**src/rtl/psd_pkg.sv**
```systemverilog
// ----------------------------------------------------------------------------
// psd_pkg: shared constants for the point to segment distance block
// Widths of the coordinate, fraction, parameter and distance datapaths, and select codes.
// ----------------------------------------------------------------------------
package psd_pkg;
  localparam int COORD_BITS_DEF = 20;
  localparam int FRAC_BITS_DEF  = 4;
  localparam int T_BITS         = 16;
  localparam int DIST_BITS      = 17;
  localparam logic [DIST_BITS-1:0] DIST_MAX = '1;
  localparam logic [1:0] SEL_START = 2'd0;
  localparam logic [1:0] SEL_END   = 2'd1;
  localparam logic [1:0] SEL_LERP  = 2'd2;
endpackage

```
**src/rtl/psd_div_cell.sv**
```systemverilog
// ----------------------------------------------------------------------------
// psd_div_cell: one restoring division step, one quotient bit
// Carries the item's payload on to the next cell each cycle it advances.
// ----------------------------------------------------------------------------
module psd_div_cell #(
  parameter int RW = 64,
  parameter int PW = 8
) (
  input  logic          clk,
  input  logic          rst,
  input  logic          en,
  input  logic          in_v,
  input  logic [RW-1:0] in_rem,
  input  logic [RW-1:0] in_den,
  input  logic [psd_pkg::T_BITS-1:0] in_t,
  input  logic [PW-1:0] in_pay,
  output logic          out_v,
  output logic [RW-1:0] out_rem,
  output logic [RW-1:0] out_den,
  output logic [psd_pkg::T_BITS-1:0] out_t,
  output logic [PW-1:0] out_pay
);
  logic [RW:0] sh;
  logic        ge;
  assign sh = {in_rem, 1'b0};
  assign ge = sh >= {1'b0, in_den};
  always_ff @(posedge clk) begin
    if (rst) begin
      out_v <= 1'b0;
    end else if (en) begin
      out_v <= in_v;
    end
    if (en) begin
      out_rem <= ge ? RW'(sh - {1'b0, in_den}) : sh[RW-1:0];
      out_den <= in_den;
      out_t   <= {in_t[psd_pkg::T_BITS-2:0], ge};
      out_pay <= in_pay;
    end
  end
endmodule

```
**config.mk**
```make
export PLATFORM = sky130hd
export DESIGN_NAME = psd_div_cell
export DESIGN_NICKNAME = d
export VERILOG_FILES = /design/src/rtl/psd_pkg.sv /design/src/rtl/psd_div_cell.sv
export SDC_FILE = /design/constraint.sdc
export NUM_CORES = 1
export LEC_CHECK = 0
export BUFFER_PORTS_ARGS = -buffer_cell sky130_fd_sc_hd__buf_2
export CORE_MARGIN = 1
export CORE_UTILIZATION = 55
export CTS_BUF_LIST = sky130_fd_sc_hd__clkbuf_4
export CTS_CLUSTER_SIZE = 30
export DETAILED_ROUTE_END_ITERATION = 12
export GPL_TIMING_DRIVEN = 0
export PLACE_DENSITY = 0.95
export SLEW_MARGIN = 0
export SYNTH_ARGS = -nofsm -noshare
export SYNTH_HDL_FRONTEND = slang
export SYNTH_SLANG_ARGS = --single-unit
```
**constraint.sdc**
```tcl
create_clock -name clk -period 9.4 [get_ports clk]
set_clock_uncertainty 0.1 [all_clocks]
set_input_delay 2.82 -clock clk [delete_from_list [all_inputs] [get_ports clk]]
set_output_delay 2.82 -clock clk [all_outputs]
set_load 0.05 [all_outputs]
```
### Word level (Yosys, flattened, before mapping)

Cells that the tools add are included.
Widths: inputs -> output; s select.

* add/subtract/negate cells: 1
* shifts and indexed selects: 0
* multiplexer cells: 1
* divide/modulo/power cells: 0
* bitwise operators: 0
* $lt $le $gt $ge: 1
* multiply operators: 0
* equal/unequal tests: 0
* reduce and logical (&&, ||, !) cells: 0

Operator list (count)
* $ge 65x64->1: 1
* $mux 64: 1
* $sub 64x64->64: 1

* bits in read-only memories: 0
* memories: 0
* bits in writable memories: 0
* word-level logic and storage cells: 9
* register bits after elaboration: 153
* output and inout port bits: 153
* input port bits: 156
* latch bits: 0

### Depth between registers and ports, before layout

* depth in word-level cells: 2
* mapped depth: 15
* mapped depth without buffers: 13

### Worst setup path before layout

No wires, ideal clock.

* path type: input to register
* start: in in_den[4]
* end: reg out_rem[48], data pin
* data required time: 9.040 ns
* buffers on the path: 1
* library setup time: 0.260 ns
* path slack: 3.337 ns
* cell stages on the path: 13
* arrival: 5.702 ns
* path through: inv_1 ha_1 a21o_1 or3_1 o2111ai_1 nand2b_1 a22oi_2 o21ai_1 or4b_4 a311oi_4 buf_6 inv_2 mux2_4

* word-level cells in the longest chain between the ends: 2
* elaborated cells between the ends (all ways): 3
* those cells by class: 1 x add/sub; 1 x order compare; 1 x mux

Ends and longest elaborated chain
* start, declared: RTL line psd_div_cell.sv:14 `input logic [RW-1:0] in_den,`
* $ge 65x64->1: RTL line psd_div_cell.sv:26 `assign ge = sh >= {1'b0, in_den};`
* net ge: RTL line psd_div_cell.sv:24 `logic ge;`
* $mux 64: RTL line psd_div_cell.sv:34 `out_rem <= ge ? RW'(sh - {1'b0, in_den}) : sh[RW-1:0];`
* end signal, assigned: RTL line psd_div_cell.sv:34
* end, declared: RTL line psd_div_cell.sv:18 `output logic [RW-1:0] out_rem,`

The timed path passes the listed nets, and every way through them passes these cells.
A chain may end at the register's enable or synchronous reset.

### Final worst setup path

* start: in in_rem[3]
* end: reg out_rem[33], data pin

* word-level cells in the longest chain between the ends: 2
* elaborated cells between the ends (all ways): 3
* those cells by class: 1 x add/sub; 1 x order compare; 1 x mux

Ends and longest elaborated chain
* start, declared: RTL line psd_div_cell.sv:13 `input logic [RW-1:0] in_rem,`
* $sub 64x64->64 / $ge 65x64->1 (equally long branches): RTL line psd_div_cell.sv:34, psd_div_cell.sv:26
* $mux 64 (*): RTL line psd_div_cell.sv:34

Mark *: on every way between the ends. The rest lies on a longest branch, timed or not.

==> out/qor.csv <==
metric,value,unit
status,"complete, no violations",
cpMaxStageDelayCell,a311oi_4,
fmax,154.6,MHz
core,16580,um^2
dp.final_hpwl,20.60,mm
synthArstFlopShare,0,%
via_per_inst,5.751,
grt_max_degree,87,
worstMarginPinSlew,0.8777,ns
drc,0,
grt_util_all_layers,30.12,%
yosysWarnings,0,
dpl_worst_slack,2.408,ns
slowest_delay,0.64,ns
first_pass_iters,7,
antenna_found_initial,4,
grt_first_pass_wirelength,41.38,mm
cts_hold_buf,0,
stdcell_count,1515,
fin_crit_sh,68.80,%
min_from,out_v$_SDFFE_PP0P_,
synth_cell_types,58,
num-nets-final,1499,
hold_end,out_v$_SDFFE_PP0P_,
first_iter_violations,944,
rr_endpoint,out_v$_SDFFE_PP0P_,
std_cell_rows,47,
finalHoldViolCount,0,
p_leak,0.005108,uW
reg2reg_depth,2,
crit_path_end_kind,flip-flop,
timing.final.ws_setup,2.932,ns
clkSinkCount,153,
dp.cells,1479,
ctsResizeCount,0,
post_cts_buffers,0,
drt_wl_total,26.62,mm
synthesis.nets,1172,
initial_core_util,56.31,%
min_path_cells,2,
ios,309,
maxCapViolCount,0,
syn-cell-area,9338,um^2
clockRootBuffer,clkbuf_4,
path_clk_slew,0.14,ns
crit_type,input pin to flip-flop,
cp_top_family,compound AO/OA/AOI/OAI gates,
cp.arrival,6.76,ns
drt-wirelength-per-cell,17.57,um
crit_top_cell,buf_2,
power_density,180.6,nW/um^2
ant_nets,0,
die_x,132.3,um
synth_edf_count,152,
die_area,17500,um^2
r2r-start,out_v$_SDFFE_PP0P_,
grt_pass1_vias,8291,
die_h,132.3,um
cts_buffers,17,
reg2reg_slack,8.72,ns
avgSynthCellArea,9.819,um^2
crit_buf_inv,3,
ctsHtreeMaxLevel,4,
cp-start-kind,input pin,
timing.hold.ws,0.4109,ns
place_congestion,0.8814,
ir_drop,89.38,uV
grt_overflow,0,
rsz0062_at_grt,false,
hold_path_class,flip-flop to flip-flop,
slew_headroom,40.87,%
setup_total_negative_slack,0,ns
port_buffers,307,
dr_total_vias,8713,
ys_seq_area_share,49.10,%
path_cells,buf_2 -> ha_1 -> a21o_1 -> or3_1 -> o2111ai_1 -> nand2b_1 -> a22oi_2 -> o21ai_1 -> or4b_4 -> a311oi_4 -> buf_6 -> buf_2 -> nand2_1 -> o21ai_0,
cp_max_fo,10,
critPathRequiredTime,9.69,ns
syn_inst,951,
clk_latency,0.57,ns
synthToLayoutAreaGrowth,23.27,%
cts_buffer_depth,2,
finalCriticalPeriod,6.468,ns
drive_above_1_share,27.81,%
synth_ff_type,edfxtp_1,
final_max_slew_viol_count,0,
ys_seq_elements,153,
tritoncts,yes,
finalSetupViolCount,0,
[per-stage QoR]
stage	util (%)	instance area [um^2]	power, uW
final	69.41	11510	2079
after global routing	69.40	11510	2160
after CTS	69.35	11500	2077
after detailed placement	67.44	11180	1629
after global placement	67.23	11150	1610
after floorplan	-	9338	1423
[routing by layer]
| metal | global-route usage, % | vias to the layer above | share of wire, % |
|---|---|---|---|
| li1 | - | 4106 | - |
| met1 | 38.17 | 4062 | 41 |
| met2 | 50.65 | 469 | 48 |
| met3 | 5.690 | 76 | 7.8 |
| met4 | 12.77 | 0 | 3.0 |
| met5 | 0 | - | 0 |
[how the worst max path moves through the flow]
stage          startpoint                    end  slack (ns)  cells after the start
6_report        in_rem[3]  out_rem[33]$_DFFE_PP_        2.93                     14
5_1_grt         in_den[4]  out_rem[33]$_DFFE_PP_        2.80                     15
4_1_cts         in_rem[3]  out_rem[33]$_DFFE_PP_        3.02                     14
3_5_place_dp    in_rem[3]  out_rem[37]$_DFFE_PP_        2.41                     14
3_3_place_gp    in_rem[3]  out_rem[48]$_DFFE_PP_        2.47                     13
2_1_floorplan   in_den[4]  out_rem[48]$_DFFE_PP_        3.34                     13
[cell families (layout without fill, tap and decap cells)]
group           after synthesis  in the layout  share of synthesized area, %
simple gates                260            260                         12.70
compound gates              288            288                         18.25
other cells                   0              4                             0
fa+ha+maj                    65             65                         8.790
xor+xnor                     59             59                         5.534
flops                       153            153                         49.10
mux                           4              4                        0.5360
buf+inv                     122            462                         5.092
[placed cells by master, fill, tap and decap left out, types with 9 or more instances in the layout]
cell type	n
nand3_1	14
clkbuf_1	30
ha_1	64
nor2_1	54
nand2_1	119
o21bai_1	13
o21ai_0	99
a21oi_1	91
nand4_1	21
nand2b_1	12
edfxtp_1	152
clkbuf_4	17
buf_2	314
xnor2_1	34
o21ai_1	11
a21o_1	22
nor3_1	9
inv_1	82
xor2_1	25
[layout make-up]
cell class,instances,area [um^2]
clock buffer,17,127.6
multi-input combinational,676,4278
antenna,4,10.01
tap,220,275.3
clock inverter,15,190.2
fill,1302,5072
timing repair buffer,308,1570
sequential,153,4584
inverter,83,311.5
buffer,39,163.9
[where the power goes]
group	internal, uW	total [uW]	switching [uW]
Clock	189	455	265
Combinational	207	760	553
Sequential	846	865	19.3
Total	1240	2080	837
[cell usage after synthesis, drive strengths merged, types with 13 or more instances]
master | number | area, um^2
o21ai | 110 | 550.5
xnor2 | 34 | 297.8
a21o | 22 | 165.2
nand2 | 119 | 446.7
clkbuf | 30 | 112.6
a21oi | 91 | 455.4
edfxtp | 152 | 4564
xor2 | 25 | 219.0
ha | 64 | 800.8
nor2 | 54 | 202.7
nand4 | 21 | 131.4
nand3 | 14 | 70.07
inv | 83 | 311.6
o21bai | 13 | 97.59
[worst reg2reg max path: stages (launching register included)]
cell     delay, ns
dfxtp_1       0.33
mux2i_1       0.12
nor2_1        0.05
[sequential cells by signal, indices dropped and copies added (netlist names)]
signal,flops
out_t,16
out_rem,64
out_den,64
out_v,1
out_pay,8
(Power assumes the default switching activity.)
