**config.mk**
```make
export PLATFORM = sky130hd
export DESIGN_NAME = psd_sqrt_cell
export DESIGN_NICKNAME = d
export VERILOG_FILES = /design/src/rtl/psd_sqrt_cell.sv
export SDC_FILE = /design/constraint.sdc
export NUM_CORES = 1
export LEC_CHECK = 0
export BUFFER_PORTS_ARGS = -buffer_cell sky130_fd_sc_hd__buf_2
export CELL_PAD_IN_SITES_DETAIL_PLACEMENT = 1
export CELL_PAD_IN_SITES_GLOBAL_PLACEMENT = 2
export CORE_UTILIZATION = 30
export CTS_CLUSTER_SIZE = 24
export DETAILED_ROUTE_END_ITERATION = 12
export PLACE_DENSITY_LB_ADDON = 0.1
export SLEW_MARGIN = 5
export SYNTH_ARGS = -nofsm -noshare
export SYNTH_HDL_FRONTEND = slang
export SYNTH_SLANG_ARGS = --single-unit
```
**constraint.sdc**
```tcl
create_clock -name clk -period 6.4 [get_ports clk]
set_input_delay 0.32 -clock clk [delete_from_list [all_inputs] [get_ports clk]]
set_output_delay 0.32 -clock clk [all_outputs]
set_load 0.05 [all_outputs]
```
**src/rtl/psd_sqrt_cell.sv**
```systemverilog
// ----------------------------------------------------------------------------
// psd_sqrt_cell: one digit step of the integer square root
// Handles one bit pair of the radicand per cell, passing payload along.
// ----------------------------------------------------------------------------
module psd_sqrt_cell #(
  parameter int SW = 64,
  parameter int BITPOS = 0,
  parameter int PW = 8
) (
  input  logic          clk,
  input  logic          rst,
  input  logic          en,
  input  logic          in_v,
  input  logic [SW-1:0] in_val,
  input  logic [SW-1:0] in_res,
  input  logic [PW-1:0] in_pay,
  output logic          out_v,
  output logic [SW-1:0] out_val,
  output logic [SW-1:0] out_res,
  output logic [PW-1:0] out_pay
);
  localparam logic [SW-1:0] BIT = SW'(1) << BITPOS;
  logic [SW-1:0] trial;
  assign trial = in_res + BIT;
  always_ff @(posedge clk) begin
    if (rst) begin
      out_v <= 1'b0;
    end else if (en) begin
      out_v <= in_v;
    end
    if (en) begin
      out_pay <= in_pay;
      if (in_val >= trial) begin
        out_val <= in_val - trial;
        out_res <= (in_res >> 1) + BIT;
      end else begin
        out_val <= in_val;
        out_res <= in_res >> 1;
      end
    end
  end
endmodule
```
# Word level (Yosys, flattened, before mapping)
# Cells that the tools add are included.
# totals
rom_bits	0
latchBits	0
ramBits	0
elab_cells	11
n_memories	0
ff_bits	137
# op_classes
mux	2
n_lt_le_gt_ge	1
addsub	3
multipliers	0
eq_ne	0
bitwise	0
shifts	0
reduce_logical	0
n_div	0
# ops
cell	count
63-bit by 1-bit adder with 64-bit output (second input constant)	1
64-bit by 1-bit adder with 64-bit output (second input constant)	1
64-bit >= comparator	1
64-bit two-way mux	1
64-bit subtractor	1
63-bit two-way mux	1

# Depth between registers and ports, before layout
# Gate-level depths: netlist (run 1).
# depth
ltp_word	3
ltp_mapped	25

# Worst setup path before layout (run 1)
# Ideal clock, no wire load.
# synth_timing
kind	input port to flip-flop
start	input port in_res[1]
end	register out_res[47] (data pin)
t_arrival_ns	4.358
setup_slack_ns	1.784
t_required_ns	6.142
cell_stages	21
cell_sequence	ha_1 -> nand3_1 -> nor4_1 -> and3_1 -> and4_1 -> and2b_1 -> and3_1 -> buf_4 -> nand2_1 -> xor2_1 -> ha_1 -> nand2_1 -> or3_4 -> nor4_2 -> a41oi_1 -> o21a_1 -> o21ai_2 -> nand2_2 -> buf_6 -> or4_4 -> xnor2_2
# synth_between
elab_chain_cells	3
elab_cells_between_ends	4
cone_classes	add/sub (2); order compare (1); mux (1)
# synth_rtl
element	line_no	rtl
start, declared	15	input logic [SW-1:0] in_res,
64-bit by 1-bit adder with 64-bit output	24	assign trial = in_res + BIT;
64-bit >= comparator	33	if (in_val >= trial) begin
63-bit two-way mux *	33	
end signal, assigned	35	out_res <= (in_res >> 1) + BIT;
end signal, assigned	38	out_res <= in_res >> 1;
end, declared	19	output logic [SW-1:0] out_res,
# Mark *: on every way between the ends. The rest lies on a longest branch, timed or not.
# A chain may end at the register's enable or synchronous reset.

# Worst setup path after layout (run 1)
# layout_timing
start	input port in_res[2]
end	register out_val[1] (data pin)
# layout_between
elab_chain_cells	3
# layout_rtl
element	line_no	rtl
64-bit by 1-bit adder with 64-bit output	24	
64-bit >= comparator	33	
64-bit two-way mux	33	
end signal, assigned	34	out_val <= in_val - trial;
end signal, assigned	37	out_val <= in_val;
end, declared	18	output logic [SW-1:0] out_val,
# Every way passes these cells.

==> results of run 1 <==
-- layer usage --
metal  track usage [%]  wire (um)  up-vias
met5                 0         37        -
met2              41.3      23000      234
met4              5.77        716        6
met3              4.06       2070       41
met1              31.0      21000     5352
li1                  -          -     5302
-- path summary, 6_finish.rpt --
path                            from              endpoint  slack, ps  cells after the start
setup / recovery           in_res[2]  out_val[1]$_DFFE_PP_        990                     19
hold / removal                   rst    out_v$_SDFFE_PP0P_         30                      2
setup reg to reg  out_v$_SDFFE_PP0P_    out_v$_SDFFE_PP0P_       5790                      2
hold reg to reg   out_v$_SDFFE_PP0P_    out_v$_SDFFE_PP0P_        530                      2
-- synth_stat cells, types with 4 or more instances --
cell type	number	area share, %
xnor2_1	74	5.6
a211oi_1	7	0.46
and4_1	15	1.1
o21a_1	6	0.39
and2_1	14	0.76
and3_1	31	1.7
nor4_1	11	0.60
o21ai_1	4	0.17
or3_1	9	0.49
nor2_1	89	2.9
o211ai_1	7	0.46
clkbuf_1	30	0.98
nand2_1	179	5.9
inv_1	30	0.98
a211o_1	5	0.38
nand4_1	44	2.4
ha_1	66	7.2
o21ai_0	93	4.1
buf_2	24	1.0
nor3_1	31	1.4
a21oi_1	97	4.2
a21o_1	22	1.4
nand2b_1	8	0.44
a31oi_1	14	0.76
xor2_1	103	7.9
o21bai_1	13	0.85
o31ai_1	4	0.26
nor3b_1	5	0.33
nor4_2	16	1.7
or2_2	4	0.22
nand3_1	54	2.4
nor2b_1	6	0.33
edfxtp_1	136	36
-- state kept, by name, indices dropped and copies added (netlist names) --
signal / cells
out_v: 1
out_pay: 8
out_res: 64
out_val: 64
-- where the power goes --
group | total (mW) | switching (mW) | internal, mW
sequential | 1.14 | 0.0339 | 1.11
combinational | 1.21 | 0.866 | 0.341
clock | 0.978 | 0.440 | 0.537
-- cell families after synthesis --
group	count (synthesis)
AND/OR/NAND/NOR	534
AO/OA/AOI/OAI	293
XOR/XNOR	178
flip-flops	137
buffers and inverters	93
adder cells (fa/ha/maj)	67
multiplexers	4
-- through the flow --
step | hold WS, ps | power (mW) | utilization (%) | worst slack [ps]
after detailed placement | 486 | 2.37 | 35.7 | 488
after CTS | 12.4 | 3.37 | 37.1 | 944
after global placement | 467 | 2.37 | 35.7 | 543
after floorplan | 392 | 1.99 | - | 1780
final | 28.8 | 3.33 | 37.2 | 993
after global routing | 25.0 | 3.48 | 37.1 | 570
-- worst register-to-register path: stages (launching register included) --
cell and delay, ps:
dfxtp_1 320, mux2i_1 130, nor2_1 60
-- final cells by class --
type                       instances  area [um^2]  area share [%]
inverter                          30          113           0.805
clock inverter                    13          124           0.885
clock buffer                      19          433            3.09
sequential                       137         4100            29.3
tap                              511          639            4.57
timing repair buffer             301         1610            11.5
multi-input combinational       1076         6960            49.7
antenna                            4         10.0          0.0715
==> reports/results.txt, run 1 <==
Synth Area in XOR/XNOR = 13.7%
Seq/Total Area, Yosys = 35.8%
Syn. warnings = 0
Area after DPL = 13400 um^2
root buffer cell = clkbuf_16
gpl congestion = 0.876
largest family of logic cells by synthesized area = simple AND/OR/NAND/NOR gates
Synth Flop Type = edfxtp_1
Lkg Pwr = 5.58 nW
initial antenna violation count = 6
slowest stage delay, CP = 520 ps
Layout area overhead = 22.0%
Site Rows = 71
RSZ-0062 raised after global routing = false
final wirelength = 46.8 mm
Clock Sinks = 137
Antenna Nets Post-Route = 0
Netlist cell types = 69
share of cells above drive strength 1 = 23.5%
Worst EP required = 6600 ps
most frequent cells in the layout = buf_2, nand2_1, edfxtp_1, xor2_1, a21oi_1
worst slew pin tran = 977 ps
Post-DP HPWL = 38.4 mm
post-CTS setup buffer count = 0
first-pass GRT wire length = 69.3 mm
post-synth net total = 1513
CTS tree = done
CP top delay family = simple AND/OR/NAND/NOR gates
initial DRC count = 622
DR pass1 iterations = 5
die height = 198 um
Remaining DRCs = 0
Max Clk Rate = 185 MHz
Synth Cell Area = 11500 um^2
number of enable flip-flop cells after synthesis = 136
Fillers = 4546
CTS resizes = 0
mux contribution to synthesized area = 0.382%
Period minus WS final = 5410 ps
Async SR Flop Fraction = 0%
CTS H-tree lvls = 4
Die ar. = 39000 um^2
Yosys reg bits = 137
Critical path buffers and inverters = 4
# IOs = 277
total gr overflow = 0
vias in the first global route = 11.3k
Clock Latency Late Sink = 450 ps
commonest non-fill, non-tap cell in the layout = buf_2
Synth Area in Compound Gates = 15.3%
Setup Skew = 0 ps
deepest clock path buffer count = 2
Total GRT Usage = 24.0%
core footprint = 37700 um^2
worst-path cell chain = buf_2 -> ha_1 -> nand3_1 -> nor4_1 -> and3_1 -> and4_1 -> and2b_1 -> and3_1 -> nand4_1 -> xor2_1 -> ha_1 -> inv_1 -> o21bai_1 -> a2111oi_0 -> buf_4 -> o21ai_0 -> nand2_4 -> buf_4 -> mux2_2
Final Max Slew Viols = 0
final std cells w/o fill = 2091
vias post-DR = 10.9k
adder-cell share of the synthesized area = 7.37%
Hold Violations, Final = 0
post-route cell area = 14000 um^2
vias per cell = 5.23
die width = 198 um
synthesized instance count = 1306
Min-Delay Path Class = input pin to flip-flop
simple logic cell fraction of the synthesized area = 24.0%
Peak supply drop = 190 uV
Nets = 1770
synthesized area per cell = 8.79 um^2
initial core utilization = 30.5%
Post-CTS Hold Buffers = 0
final setup vio count = 0
crit share post-route = 84.5%
kind of critical path = input pin to flip-flop
CTS buffer count = 17
Max Cap Violations = 0
largest net degree at the start of global routing = 74
placed insts = 2055
# port buffers = 276
Worst Setup End Kind = flip-flop
Worst Path Max Fanout = 24
Reg clk slew, reported paths = 70 ps
CP Data Arrival Time = 5600 ps
Worst setup SP type = input pin
outcome = complete, no violations
drt wl/cell = 22.4 um
CP max stage cell = a2111oi_0
setup TNS = 0 ps
PwrDens = 238 nW/um^2
Slew Limit Headroom = 34.9%
(Power assumes the default switching activity.)
==> run 2, diff against run 1 <==
--- a/config.mk
+++ b/config.mk
@@ -5,6 +5,7 @@
 export SDC_FILE = /design/constraint.sdc
 export NUM_CORES = 1
 export LEC_CHECK = 0
+export ABC_AREA = 1
 export BUFFER_PORTS_ARGS = -buffer_cell sky130_fd_sc_hd__buf_2
 export CELL_PAD_IN_SITES_DETAIL_PLACEMENT = 1
 export CELL_PAD_IN_SITES_GLOBAL_PLACEMENT = 2
==> constraint.sdc (replaced) <==
create_clock -name clk -period 5.5 [get_ports clk]
set_input_delay 0.275 -clock clk [delete_from_list [all_inputs] [get_ports clk]]
set_output_delay 0.275 -clock clk [all_outputs]
set_load 0.05 [all_outputs]
==> reports/results.txt, run 2 <==
core footprint = 47800 um^2
RSZ-0062 raised after global routing = false
post-CTS setup buffer count = 0
synthesized instance count = 2381
Final Max Slew Viols = 0
gpl congestion = 0.942
Post-CTS Hold Buffers = 9
DR pass1 iterations = 5
most frequent cells in the layout = nand2_1, inv_1, buf_2, nand3_1, nor2_1
initial DRC count = 1050
CP top delay family = simple AND/OR/NAND/NOR gates
root buffer cell = clkbuf_16
die width = 223 um
largest net degree at the start of global routing = 75
Critical path buffers and inverters = 3
Slew Limit Headroom = 43.4%
share of cells above drive strength 1 = 12.6%
Min-Delay Path Class = input pin to flip-flop
count leader, synth = nand2_1
Peak supply drop = 178 uV
Synth Flop Type = edfxtp_1
CTS buffer count = 17
final std cells w/o fill = 3292
dpl ws = 172 ps
Largest regs = out_res (64), out_val (64), out_pay (8)
Seq/Total Area, Yosys = 28.1%
Clock Sinks = 137
Max Cap Violations = 0
# IOs = 277
commonest non-fill, non-tap cell in the layout = nand2_1
post-synth net total = 2588
share of the synthesized area in the top cell type = 28.0%
Worst Setup End Kind = flip-flop
Die ar. = 49600 um^2
final setup vio count = 0
initial antenna violation count = 1
outcome = complete, no violations
Hold Violations, Final = 0
Lkg Pwr = 9.42 nW
placed insts = 3250
worst slew pin tran = 849 ps
slowest stage delay, CP = 600 ps
Setup Skew = 0 ps
cell accounting for the most synthesized area = edfxtp_1
CTS resizes = 0
first-pass GRT wire length = 106 mm
Clock Latency Late Sink = 500 ps
PwrDens = 257 nW/um^2
Netlist cell types = 35
worst setup margin = 625 ps
top cells by area, synth = edfxtp_1, nand2_1, inv_1, xor2_1, nand3_1
initial core utilization = 30.5%
vias in the first global route = 16.7k
Remaining DRCs = 0
kind of critical path = input pin to flip-flop
drt wl/cell = 22.1 um
Synth top cells by count = nand2_1, inv_1, nand3_1, nor2_1, xor2_1
Post-DP HPWL = 62.8 mm
number of enable flip-flop cells after synthesis = 136
vias per cell = 4.89
Syn. warnings = 0
CP max stage cell = nor2_1
Max Clk Rate = 205 MHz
# port buffers = 276
crit share post-route = 88.6%
Yosys reg bits = 137
Async SR Flop Fraction = 0%
synthesized area per cell = 6.14 um^2
Layout area overhead = 19.4%
setup TNS = 0 ps
final wirelength = 72.9 mm
Synth Cell Area = 14600 um^2
die height = 223 um
Site Rows = 80
vias post-DR = 16.1k
worst-path cell chain = buf_2 -> ha_1 -> inv_1 -> nor2_4 -> nand4_1 -> nor2_1 -> nand2_1 -> xor2_1 -> ha_1 -> nand2_1 -> nor2_1 -> nand2_1 -> nor4_2 -> nand2_1 -> nand3_4 -> buf_4 -> nand3_1 -> nand2_1
total gr overflow = 0
Worst setup SP type = input pin
Fillers = 6372
Area after DPL = 16700 um^2
CP Data Arrival Time = 5240 ps
deepest clock path buffer count = 2
Worst EP required = 5870 ps
post-route cell area = 17400 um^2
CTS tree = done
CTS H-tree lvls = 4
Antenna Nets Post-Route = 0
Total GRT Usage = 29.7%
Nets = 2870
Reg clk slew, reported paths = 80 ps
critical path's most frequent cell = nand2_1
Worst Path Max Fanout = 25
Period minus WS final = 4870 ps
run 2: changes by cell type in the layout (fill, tap and decap cells not counted), moves of 51 or more:
cell     change
inv_1      +423
o21ai_0     -51
nand2_1    +730
xnor2_1     -70
nor2_1     +116
nand3_1    +154
a21oi_1     -58
run 2: power breakdown:
| group | switching, mW | internal [mW] |
|---|---|---|
| clock | 0.571 | 0.725 |
| combinational | 1.37 | 0.445 |
| sequential | 0.0422 | 1.33 |
run 2: final timing paths:
path	startpoint	to	slack (ps)	depth (start not counted)
worst min register to register	out_v$_SDFFE_PP0P_	out_v$_SDFFE_PP0P_	510	2
worst max register to register	out_v$_SDFFE_PP0P_	out_v$_SDFFE_PP0P_	4900	2
worst max-delay path	in_res[1]	out_val[36]$_DFFE_PP_	630	18
worst min-delay path	in_v	out_v$_SDFFE_PP0P_	30	3
run 2: area by class of cell:
type,count,area (um^2),area share [%]
Multi-Input combinational cell,1753,8590,49.3
Sequential cell,137,4100,23.5
Inverter,453,1700,9.75
Timing Repair Buffer,301,1650,9.45
Tap cell,615,769,4.41
Clock buffer,18,429,2.46
Clock inverter,14,190,1.09
Antenna cell,1,2.50,0.0144
run 2: cell families after synthesis:
| kind of cell | count (synthesis) | synth area share, % |
|---|---|---|
| adders and majority gates | 67 | 5.79 |
| xor gates and xnor gates | 150 | 8.99 |
| buffers and inverters | 491 | 13.2 |
| muxes | 1 | 0.0685 |
| and+or+nand+nor | 1435 | 40.4 |
| AOI/OAI and AO/OA | 100 | 3.45 |
| DFF | 137 | 28.1 |
run 2: routing by layer:
layer	routed length, um	part of all wire (%)	global-route usage, %	vias up
li1	-	-	-	7943
met1	33300	46	38.8	7718
met2	34800	48	50.6	372
met3	2620	3.6	3.09	70
met4	2150	3.0	10.2	0
met5	0	0	0	-
run 2: tightest hold or removal path: stages:
cell and delay, ps:
buf_2 80, mux2i_1 60, nor2_1 80
run 2: through the flow:
stage	total power, mW	hold WS (ps)	utilization, %
after global routing	4.69	33.3	36.4
after CTS	4.51	1.12	36.4
after floorplan	2.60	347	-
final	4.47	27.3	36.4
after detailed placement	3.20	434	35.0
after global placement	3.17	432	35.0
